<file path="src/hw/rtl/usce_pkg.sv">
`default_nettype none
// ----------------------------------------------------------------------------
// usce_pkg: shared types and constants of the cubic spline evaluator
// Sizes, coefficient select codes, opcodes and the beat types that travel
// between the front end, the queue and the back end.
// ----------------------------------------------------------------------------
package usce_pkg;

   // sizes
   localparam int MAX_SEGMENTS = 1024;
   localparam int SEG_W        = $clog2(MAX_SEGMENTS);
   localparam int WORD_W       = 32;
   localparam int FRAC_W       = 16;
   localparam int NSEG_W       = 11;
   localparam int LOAD_SEG_W   = 10;
   localparam int WHICH_W      = 4;
   localparam int DIV_W        = WORD_W + SEG_W;
   localparam int PROD_W       = 2 * WORD_W;

   // front pipeline: entry, one stage per quotient bit, clamp, multiply, offset
   localparam int FRONT_DEPTH  = SEG_W + 4;
   localparam int QUEUE_DEPTH  = 1 << $clog2(FRONT_DEPTH + 2);
   localparam int QPTR_W       = $clog2(QUEUE_DEPTH);
   localparam int QCNT_W       = $clog2(QUEUE_DEPTH + 1);

   // horner evaluation lanes
   localparam int NUM_LANES    = 3;
   localparam int HORNER_STEPS = 3;
   localparam int BACK_STAGES  = 2 * HORNER_STEPS;
   localparam int NUM_COEFS    = 9;

   localparam int LANE_VALUE     = 0;
   localparam int LANE_SLOPE     = 1;
   localparam int LANE_CURVATURE = 2;

   // opcodes
   localparam logic OP_LOAD = 1'b0;
   localparam logic OP_EVAL = 1'b1;

   // configuration register indexes
   localparam int   CSR_INDEX_W      = 1;
   localparam logic CSR_GRID_SPACING = 1'b0;
   localparam logic CSR_NUM_SEGMENTS = 1'b1;

   // coefficient select codes (load_which), plus a code for a constant zero
   localparam logic [WHICH_W-1:0] COEF_A    = 4'd0;
   localparam logic [WHICH_W-1:0] COEF_B    = 4'd1;
   localparam logic [WHICH_W-1:0] COEF_C    = 4'd2;
   localparam logic [WHICH_W-1:0] COEF_D    = 4'd3;
   localparam logic [WHICH_W-1:0] COEF_DB   = 4'd4;
   localparam logic [WHICH_W-1:0] COEF_DC   = 4'd5;
   localparam logic [WHICH_W-1:0] COEF_DD   = 4'd6;
   localparam logic [WHICH_W-1:0] COEF_DDC  = 4'd7;
   localparam logic [WHICH_W-1:0] COEF_DDD  = 4'd8;
   localparam logic [WHICH_W-1:0] COEF_NONE = 4'd9;

   // per lane: start value, then the coefficient added at each horner step;
   // shorter polynomials are padded with leading zero steps
   localparam logic [WHICH_W-1:0] COEF_SEL [NUM_LANES][HORNER_STEPS+1] = '{
      '{COEF_D,    COEF_C,    COEF_B,   COEF_A},
      '{COEF_NONE, COEF_DD,   COEF_DC,  COEF_DB},
      '{COEF_NONE, COEF_NONE, COEF_DDD, COEF_DDC}
   };

   typedef logic [NUM_LANES-1:0][HORNER_STEPS:0][WORD_W-1:0] coef_mat_type;

   // item handed from the front end to the back end
   typedef struct packed {
      logic                     op;
      logic [SEG_W-1:0]         m;
      logic [WORD_W-1:0]        p;
      logic [LOAD_SEG_W-1:0]    load_segment;
      logic [WHICH_W-1:0]       load_which;
      logic [WORD_W-1:0]        load_value;
   } queue_item_type;

   typedef struct packed {
      logic           valid;
      queue_item_type item;
   } queue_beat_type;

   // one stage of the segment divider
   typedef struct packed {
      logic                  op;
      logic [WORD_W-1:0]     x;
      logic [LOAD_SEG_W-1:0] load_segment;
      logic [WHICH_W-1:0]    load_which;
      logic [WORD_W-1:0]     load_value;
      logic                  sat;
      logic [WORD_W-1:0]     rem;
      logic [SEG_W-1:0]      q;
   } div_stage_type;

   // stage after the segment is known
   typedef struct packed {
      logic                  op;
      logic [WORD_W-1:0]     x;
      logic [SEG_W-1:0]      m;
      logic [LOAD_SEG_W-1:0] load_segment;
      logic [WHICH_W-1:0]    load_which;
      logic [WORD_W-1:0]     load_value;
   } seg_stage_type;

endpackage
`default_nettype wire

</file>
<file path="src/hw/rtl/usce_front.sv">
`default_nettype none
// ----------------------------------------------------------------------------
// usce_front: request intake and segment/offset pipeline
// Finds the segment index by a restoring divider, one quotient bit a stage,
// clamps it, forms the offset inside the segment and hands the beat on.
// ----------------------------------------------------------------------------
module usce_front
   import usce_pkg::*;
(
   input  wire logic                  clock,
   input  wire logic                  reset,
   input  wire logic                  req_valid,
   output      logic                  req_stall,
   input  wire logic                  req_op,
   input  wire logic [WORD_W-1:0]     req_position,
   input  wire logic [LOAD_SEG_W-1:0] req_load_segment,
   input  wire logic [WHICH_W-1:0]    req_load_which,
   input  wire logic [WORD_W-1:0]     req_load_value,
   input  wire logic [WORD_W-1:0]     grid_spacing,
   input  wire logic [NSEG_W-1:0]     num_segments,
   input  wire logic                  pop,
   output      queue_beat_type        push
);

   logic                     accept;
   logic [QCNT_W-1:0]        used_ff;
   logic [QCNT_W-1:0]        used_in;
   logic [FRONT_DEPTH-1:0]   valid_ff;
   div_stage_type            div_ff [SEG_W+1];
   div_stage_type            div_in [SEG_W+1];
   seg_stage_type            clamp_ff;
   seg_stage_type            clamp_in;
   seg_stage_type            mul_ff;
   logic [DIV_W-1:0]         mul_prod_ff;
   logic [DIV_W-1:0]         mul_prod_in;
   queue_item_type           out_ff;
   queue_item_type           out_in;
   logic [WORD_W-1:0]        nseg_eff;
   logic [SEG_W-1:0]         seg_last;
   logic [WORD_W-1:0]        diff;

   // credit: items in flight plus items queued never exceed the queue depth
   assign accept    = req_valid && !req_stall;
   assign req_stall = (used_ff == QCNT_W'(QUEUE_DEPTH));
   assign used_in   = used_ff + QCNT_W'(accept) - QCNT_W'(pop);

   always_ff @(posedge clock) begin
      if (reset) begin
         used_ff  <= '0;
         valid_ff <= '0;
      end else begin
         used_ff  <= used_in;
         valid_ff <= {valid_ff[FRONT_DEPTH-2:0], accept};
      end
   end

   // last segment in use, segment count clamped to 1..MAX_SEGMENTS
   always_comb begin
      nseg_eff = WORD_W'(num_segments);
      if (nseg_eff == '0) begin
         nseg_eff = WORD_W'(1);
      end else if (nseg_eff > WORD_W'(MAX_SEGMENTS)) begin
         nseg_eff = WORD_W'(MAX_SEGMENTS);
      end
      seg_last = SEG_W'(nseg_eff - WORD_W'(1));
   end

   // entry stage and restoring divide steps
   always_comb begin
      logic [DIV_W-1:0] dsh;
      logic [DIV_W-1:0] rem_ext;
      div_in[0].op           = req_op;
      div_in[0].x            = req_position;
      div_in[0].load_segment = req_load_segment;
      div_in[0].load_which   = req_load_which;
      div_in[0].load_value   = req_load_value;
      div_in[0].sat          = ({{SEG_W{1'b0}}, req_position} >= {grid_spacing, {SEG_W{1'b0}}});
      div_in[0].rem          = req_position;
      div_in[0].q            = '0;
      for (int k = 1; k <= SEG_W; k++) begin
         dsh     = DIV_W'(grid_spacing) << (SEG_W - k);
         rem_ext = DIV_W'(div_ff[k-1].rem);
         div_in[k] = div_ff[k-1];
         if (rem_ext >= dsh) begin
            div_in[k].rem            = div_ff[k-1].rem - dsh[WORD_W-1:0];
            div_in[k].q[SEG_W - k]   = 1'b1;
         end
      end
   end

   // clamp segment to the last one in use
   always_comb begin
      clamp_in.op           = div_ff[SEG_W].op;
      clamp_in.x            = div_ff[SEG_W].x;
      clamp_in.load_segment = div_ff[SEG_W].load_segment;
      clamp_in.load_which   = div_ff[SEG_W].load_which;
      clamp_in.load_value   = div_ff[SEG_W].load_value;
      if (div_ff[SEG_W].sat || (div_ff[SEG_W].q > seg_last)) begin
         clamp_in.m = seg_last;
      end else begin
         clamp_in.m = div_ff[SEG_W].q;
      end
   end

   // segment start and offset inside the segment, clamped to the spacing
   assign mul_prod_in = DIV_W'(clamp_ff.m) * DIV_W'(grid_spacing);
   assign diff        = mul_ff.x - mul_prod_ff[WORD_W-1:0];

   always_comb begin
      out_in.op           = mul_ff.op;
      out_in.m            = mul_ff.m;
      out_in.load_segment = mul_ff.load_segment;
      out_in.load_which   = mul_ff.load_which;
      out_in.load_value   = mul_ff.load_value;
      out_in.p            = (diff > grid_spacing) ? grid_spacing : diff;
   end

   // payload stages
   always_ff @(posedge clock) begin
      for (int k = 0; k <= SEG_W; k++) begin
         div_ff[k] <= div_in[k];
      end
      clamp_ff    <= clamp_in;
      mul_ff      <= clamp_ff;
      mul_prod_ff <= mul_prod_in;
      out_ff      <= out_in;
   end

   assign push.valid = valid_ff[FRONT_DEPTH-1];
   assign push.item  = out_ff;

`ifndef ASSERT_OFF
   a_used_covers_pipe: assert property (@(posedge clock) disable iff (reset)
      $countones(valid_ff) <= int'(used_ff))
      else $error("front pipeline holds more beats than the credit count");
`endif

endmodule
`default_nettype wire

</file>
<file path="config.mk">
export PLATFORM = sky130hd
export DESIGN_NAME = usce_front
export DESIGN_NICKNAME = d
export VERILOG_FILES = /design/src/hw/rtl/usce_pkg.sv /design/src/hw/rtl/usce_front.sv
export SDC_FILE = /design/constraint.sdc
export NUM_CORES = 2
export LEC_CHECK = 0
export BUFFER_PORTS_ARGS = -buffer_cell sky130_fd_sc_hd__buf_4
export CAP_MARGIN = 15
export CORE_MARGIN = 1
export CORE_UTILIZATION = 35
export DETAILED_ROUTE_END_ITERATION = 12
export GPL_TIMING_DRIVEN = 0
export PLACE_DENSITY = 0.59
export SYNTH_ARGS = -nofsm -noshare
export SYNTH_HDL_FRONTEND = slang
export SYNTH_SLANG_ARGS = --single-unit
</file>
<file path="constraint.sdc">
create_clock -name clock -period 7.19 [get_ports clock]
set_clock_uncertainty 0.1 [all_clocks]
set_input_delay 0.719 -clock clock [delete_from_list [all_inputs] [get_ports clock]]
set_output_delay 0.719 -clock clock [all_outputs]
set_load 0.01 [all_outputs]
</file>
-- Yosys cells after proc, flatten, opt, wreduce, memory -nomap -nowiden
Memory sizes are Yosys's and may differ from the RTL's.
Index checks and enable logic that the tools add are counted.
- multiply operators: 1
- equal/unequal tests: 1
- reductions and logical operators: 4
- $lt $le $gt $ge: 14
- multiplexer cells: 23
- $add $sub $neg: 14
- operators with widths (cell ; count):
    32-bit subtractor ; 11
    32-bit two-way mux ; 10
    32-bit by 42-bit >= comparator with 1-bit output ; 1
    32-bit by 41-bit >= comparator with 1-bit output ; 1
    32-bit by 40-bit >= comparator with 1-bit output ; 1
    32-bit by 39-bit >= comparator with 1-bit output ; 1
    32-bit by 38-bit >= comparator with 1-bit output ; 1
    32-bit by 37-bit >= comparator with 1-bit output ; 1
    32-bit by 36-bit >= comparator with 1-bit output ; 1
    32-bit by 35-bit >= comparator with 1-bit output ; 1
    32-bit by 34-bit >= comparator with 1-bit output ; 1
    32-bit by 33-bit >= comparator with 1-bit output ; 1
    33-bit two-way mux ; 1
    32-bit >= comparator ; 1
    32-bit greater-than comparator ; 1
    10-bit by 32-bit multiplier with 32-bit output ; 1
    10-bit two-way mux ; 3
    11-bit greater-than comparator (second input constant) ; 1
    11-bit logical NOT ; 1
    10-bit greater-than comparator ; 1
    10-bit by 1-bit subtractor with 10-bit output (second input constant) ; 1
    1-bit two-way mux ; 9
    5-bit by 1-bit adder with 5-bit output ; 1
    5-bit == test (second input constant) ; 1
    other kinds (4) ; 4
- logic and storage cells: 79
- bits in writable memories: 1342
- memories kept: 1
- bits in registers: 318
- memories (memory ; depth ; width ; rd ports ; clocked after memory_dff ; wr ports ; RTL line ; text):
    div_ff ; 11 ; 122 ; 11 ; 0 ; 11 ; usce_front.sv:29 ; div_stage_type div_ff [SEG_W+1];

-- Logic depth before layout (Yosys ltp)
- depth in word-level cells: 7
- gate-level depth with buffers: 23
- mapped depth without buffers: 22

-- Least setup slack after synthesis
OpenSTA, ideal clock, no wires.
- kind: input to register
- start: input grid_spacing[5]
- end: register mul_prod_ff[31]
- library setup time: 72 ps
- arrival time: 6100 ps
- cell stages on the path: 19
- required time: 7018 ps
- setup slack: 918 ps
- cell sequence: clkbuf_1 and2_1 fa_1 fa_1 fa_1 fa_1 inv_1 fa_1 inv_1 ha_1 and3_1 a31o_2 a2111oi_0 a21oi_1 o31ai_1 a21oi_1 o21a_1 nor2_1 xnor2_1
- cells in the longest elaborated chain, start to end: 1
- ends and longest elaborated chain (element ; RTL line ; text):
    start, declared ; usce_front.sv:19 ; input wire logic [WORD_W-1:0] grid_spacing,
    10-bit by 32-bit multiplier with 32-bit output ; usce_front.sv:106 ; assign mul_prod_in = DIV_W'(clamp_ff.m) * DIV_W'(grid_spacing);
    via mul_prod_in[31] ; usce_front.sv:35 ; logic [DIV_W-1:0] mul_prod_in;
    end signal, assigned ; usce_front.sv:125 ; mul_prod_ff <= mul_prod_in;
    end, declared ; usce_front.sv:34 ; logic [DIV_W-1:0] mul_prod_ff;
The timed path passes the listed nets, and every way through them passes these cells.
A chain may end at the register's enable or synchronous reset.

==> flow_summary.yaml <==
synth:
  synth-xor-area-share_pct: 4.223
  synth_area_leaders: "dfxtp_1 (53%), ha_1 (9.3%), fa_1 (7.4%)"
  synth_top_family_by_area: "adder cells"
  synth_area_um2: 56820
  synth_warnings: 0
  synth-simple-area-share_pct: 9.088
  ys.flop_type: "dfxtp_1"
  synth_mux_area_share_pct: 3.299
  synth_top_cell_area_share_pct: 52.71
  async_flop_share_pct: 0
  syn_inst: 5077
  synth_edf_count: 0
  synth_nets: 5835
  synth.largest_area_cell: "dfxtp_1"
  ys_ff_latch: 1496
  synth_common_cells: "dfxtp_1 (1,496), ha_1 (423), nand2_1 (375)"
  ys_seq_area_share_pct: 52.71
  synth_most_common_cell: "dfxtp_1"
  synth_area_per_cell_um2: 11.19
  synth_compound_area_share_pct: 10.86
  yosys.area_share.adder_pct: 16.68
  synth.distinct_cells: 74
critical_path:
  crit_fanout: 10
  worst_path_max_delay_cell: "nor4_1"
  cpPeakStageDelay_ns: 0.65
  crit_path_end_kind: "flop"
  path_delay_family: "compound AO/OA/AOI/OAI gates"
  cp_num_buf_inv: 3
  crit_chain: "inv_1 -> ha_1 -> inv_1 -> fa_1 -> a21o_1 -> a21oi_1 -> o21a_1 -> o21ai_0 -> a221oi_2 -> o22ai_1 -> or4_1 -> a31oi_1 -> xnor2_1 -> ha_1 -> nand4_1 -> nor2_1 -> nand3_1 -> nor4_1 -> nand3_1 -> o21ai_1 -> clkbuf_1 -> mux2_2"
  path_class: "flop to flop"
  crit_path_start_kind: "flop"
  critPathArrivalTime_ns: 7.46
  crit_required_ns: 7.73
die:
  rows: 147
  fp.dieW_um: 404.9
  start_util_pct: 35.31
  core-area_um2: 160900
  die_y_um: 404.9
  die_area_um2: 164000
  ios: 217
pwr:
  netSwitchingFraction_pct: 28.63
  p_sw_mw: 6.316
  p_seq_share_pct: 42.0
  p_clk_share_pct: 36.3
  comb_power_share_pct: 21.8
  vdd_drop_max_v: 0.0002369
  leakagePower_nw: 30.40
  p_int_mw: 15.75
  power_density_nw_per_um2: 327.1
  p_total_mw: 22.06
final_layout:
  final_net_count: 6288
  fin_util_pct: 41.91
  area_growth_pct: 18.70
  instances_no_fill: 7811
  drive_gt1_share_pct: 11.51
  fillers: 15150
clocking:
  clock_sinks: 1496
  clockBufferDepth: 3
  cts_tree: "done"
  cts_root_buffer: "clkbuf_16"
  post_cts_buffers: 0
  path_clk_slew_ns: 0.06
  cts_max_level: 4
  cts-buffers-inserted: 150
  clock_latency_ns: 0.79
sta:
  hold_violations: 0
  min_period_ns: 6.917
  max_freq_mhz: 144.6
  setup-tns-final_ns: 0
  rsz0062_at_grt: "no"
  setup_viol_count_final: 0
  max_slew.worst_pin.slew_ns: 1.264
  slew_headroom_pct: 15.67
  finalCritPeriodShare_pct: 96.20
  slew_violations: 0
  holdWs_ns: 0.09340
global_route:
  grt_use_met1_pct: 21.73
  grt_max_degree: 17
  grt_usage_pct: 16.46
  grt-busiest-layer: "met2"
  grt_overflow: 0
  grt_pass1_wl_mm: 207.8
  antenna_found_initial: 9
  grt_use_met3_pct: 3.213
  met2_usage_pct: 25.98
  grt_pass1_vias: 36670
detailed_routing:
  drc: 0
  drt_pre_antenna_iters: 5
  wirelength_mm: 133.9
  vias_per_cell: 4.705
  num_vias: 36750
  drt_iter0_markers: 2297
  ant_nets: 0
  wl_per_cell_um: 17.15
run_status:
  outcome: "completed"
placement:
  placed_cells: 7459
  hpwl_mm: 101.0
  port_buffers: 212
  gp_congestion: 0.8976
worst_hold_path:
  hold_path_class: "input pin to flop"
job:
  cap_violations: 0
-- kinds of logic after synthesis --
kind of cell / count (synthesis)
xor+xnor: 274
simple gates: 1054
mux: 169
buf+inv: 471
compound gates: 981
flops: 1496
fa+ha+maj: 632
-- final timing paths --
path                 startpoint       endpoint  slack [ns]  cells after the start
hold reg to reg   div_ff[5][71]  div_ff[6][71]        0.19                      0
setup reg to reg     mul_ff[56]       push[71]        0.27                     22
setup / recovery     mul_ff[56]       push[71]        0.27                     22
hold / removal            reset    valid_ff[6]        0.09                      2
-- sequential cells by signal (all words and copies together), names as in the netlist --
signal       cells
clamp_ff        89
div_ff        1178
mul_ff          89
mul_prod_ff     32
push            89
used_ff          5
valid_ff        14
-- layout by cell type (no fill, tap or decap), types with 11 or more instances in the layout --
master         instances
dfxtp_1             1494
ha_1                 423
nand2_1              375
inv_1                366
a21oi_1              270
o21ai_0              259
buf_4                213
fa_1                 209
nor2_1               173
xnor2_1              171
a21o_1               161
clkbuf_16            150
mux2_2               146
and2_1               144
clkbuf_1             110
xor2_1               103
dlygate4sd3_1         79
nor2b_1               64
o21a_1                61
nand3_1               58
nor3_1                53
nand4_1               48
nand2b_1              43
a31oi_1               27
o21bai_1              26
o31ai_1               25
mux2i_1               23
clkinv_2              22
clkbuf_8              22
nor4_1                21
a211oi_1              21
and3_1                17
bufinv_16             15
or3_1                 13
o211ai_1              13
a211o_1               12
o31a_1                12
buf_1                 11
clkinvlp_4            11
buf_16                11
-- repair_timing --
action / 4_1_cts / 5_1_grt
gates cloned: 0 / 0
hold buffers: 79 / 0
pin swaps: 0 / 0
endpoints found under the hold margin: 79 / 0
resized for setup: 4 / 7
setup endpoints to repair: 16 / 31
-- layer usage --
layer / routed length, um / part of all wire (%) / vias up
met1: 60770 / 45 / 17380
li1: - / - / 18160
met3: 7873 / 5.9 / 245
met5: 11 / 0.0082 / -
met2: 59770 / 45 / 972
met4: 5507 / 4.1 / 2
-- worst reg2reg max path, stage by stage, from the launching register on --
cell and delay (ns):
dfxtp_1 0.30, inv_1 0.05, ha_1 0.21, inv_1 0.07, fa_1 0.39, a21o_1 0.19, a21oi_1 0.27, o21a_1 0.18
o21ai_0 0.15, a221oi_2 0.52, o22ai_1 0.25, or4_1 0.52, a31oi_1 0.25, xnor2_1 0.18, ha_1 0.31, nand4_1 0.11
nor2_1 0.16, nand3_1 0.18, nor4_1 0.66, nand3_1 0.13, o21ai_1 0.56, clkbuf_1 0.63, mux2_2 0.45
-- cell type report --
class | count | area (um^2) | share of cell area (%)
sequential | 1496 | 29950 | 44.41
multi-input combinational | 3110 | 25100 | 37.21
clock buffer | 198 | 4154 | 6.159
tap | 2160 | 2703 | 4.007
timing repair buffer | 302 | 2685 | 3.981
inverter | 366 | 1374 | 2.037
clock inverter | 73 | 1065 | 1.579
buffer | 104 | 416.7 | 0.6177
antenna | 2 | 5.005 | 0.007420
-- through the flow --
stage          worst slack (ns)  cell area (um^2)
3_5_place_dp            -0.7248             61390
3_3_place_gp            -0.7275             61110
4_1_cts                 0.01792             67410
2_1_floorplan            0.9181             56820
6_report                 0.2734             67450
5_1_grt                 0.01779             67440
-- power by group through the flow --
stage	Combinational, mW	Sequential [mW]	Clock, mW
floorplan	3.25	9.39	0
global placement	4.60	9.43	0
detailed placement	4.68	9.44	0
CTS	4.76	9.27	8.27
global route	5.33	9.32	8.62
finish	4.80	9.26	8.00
Note: power is estimated with default switching activity, not from simulation.
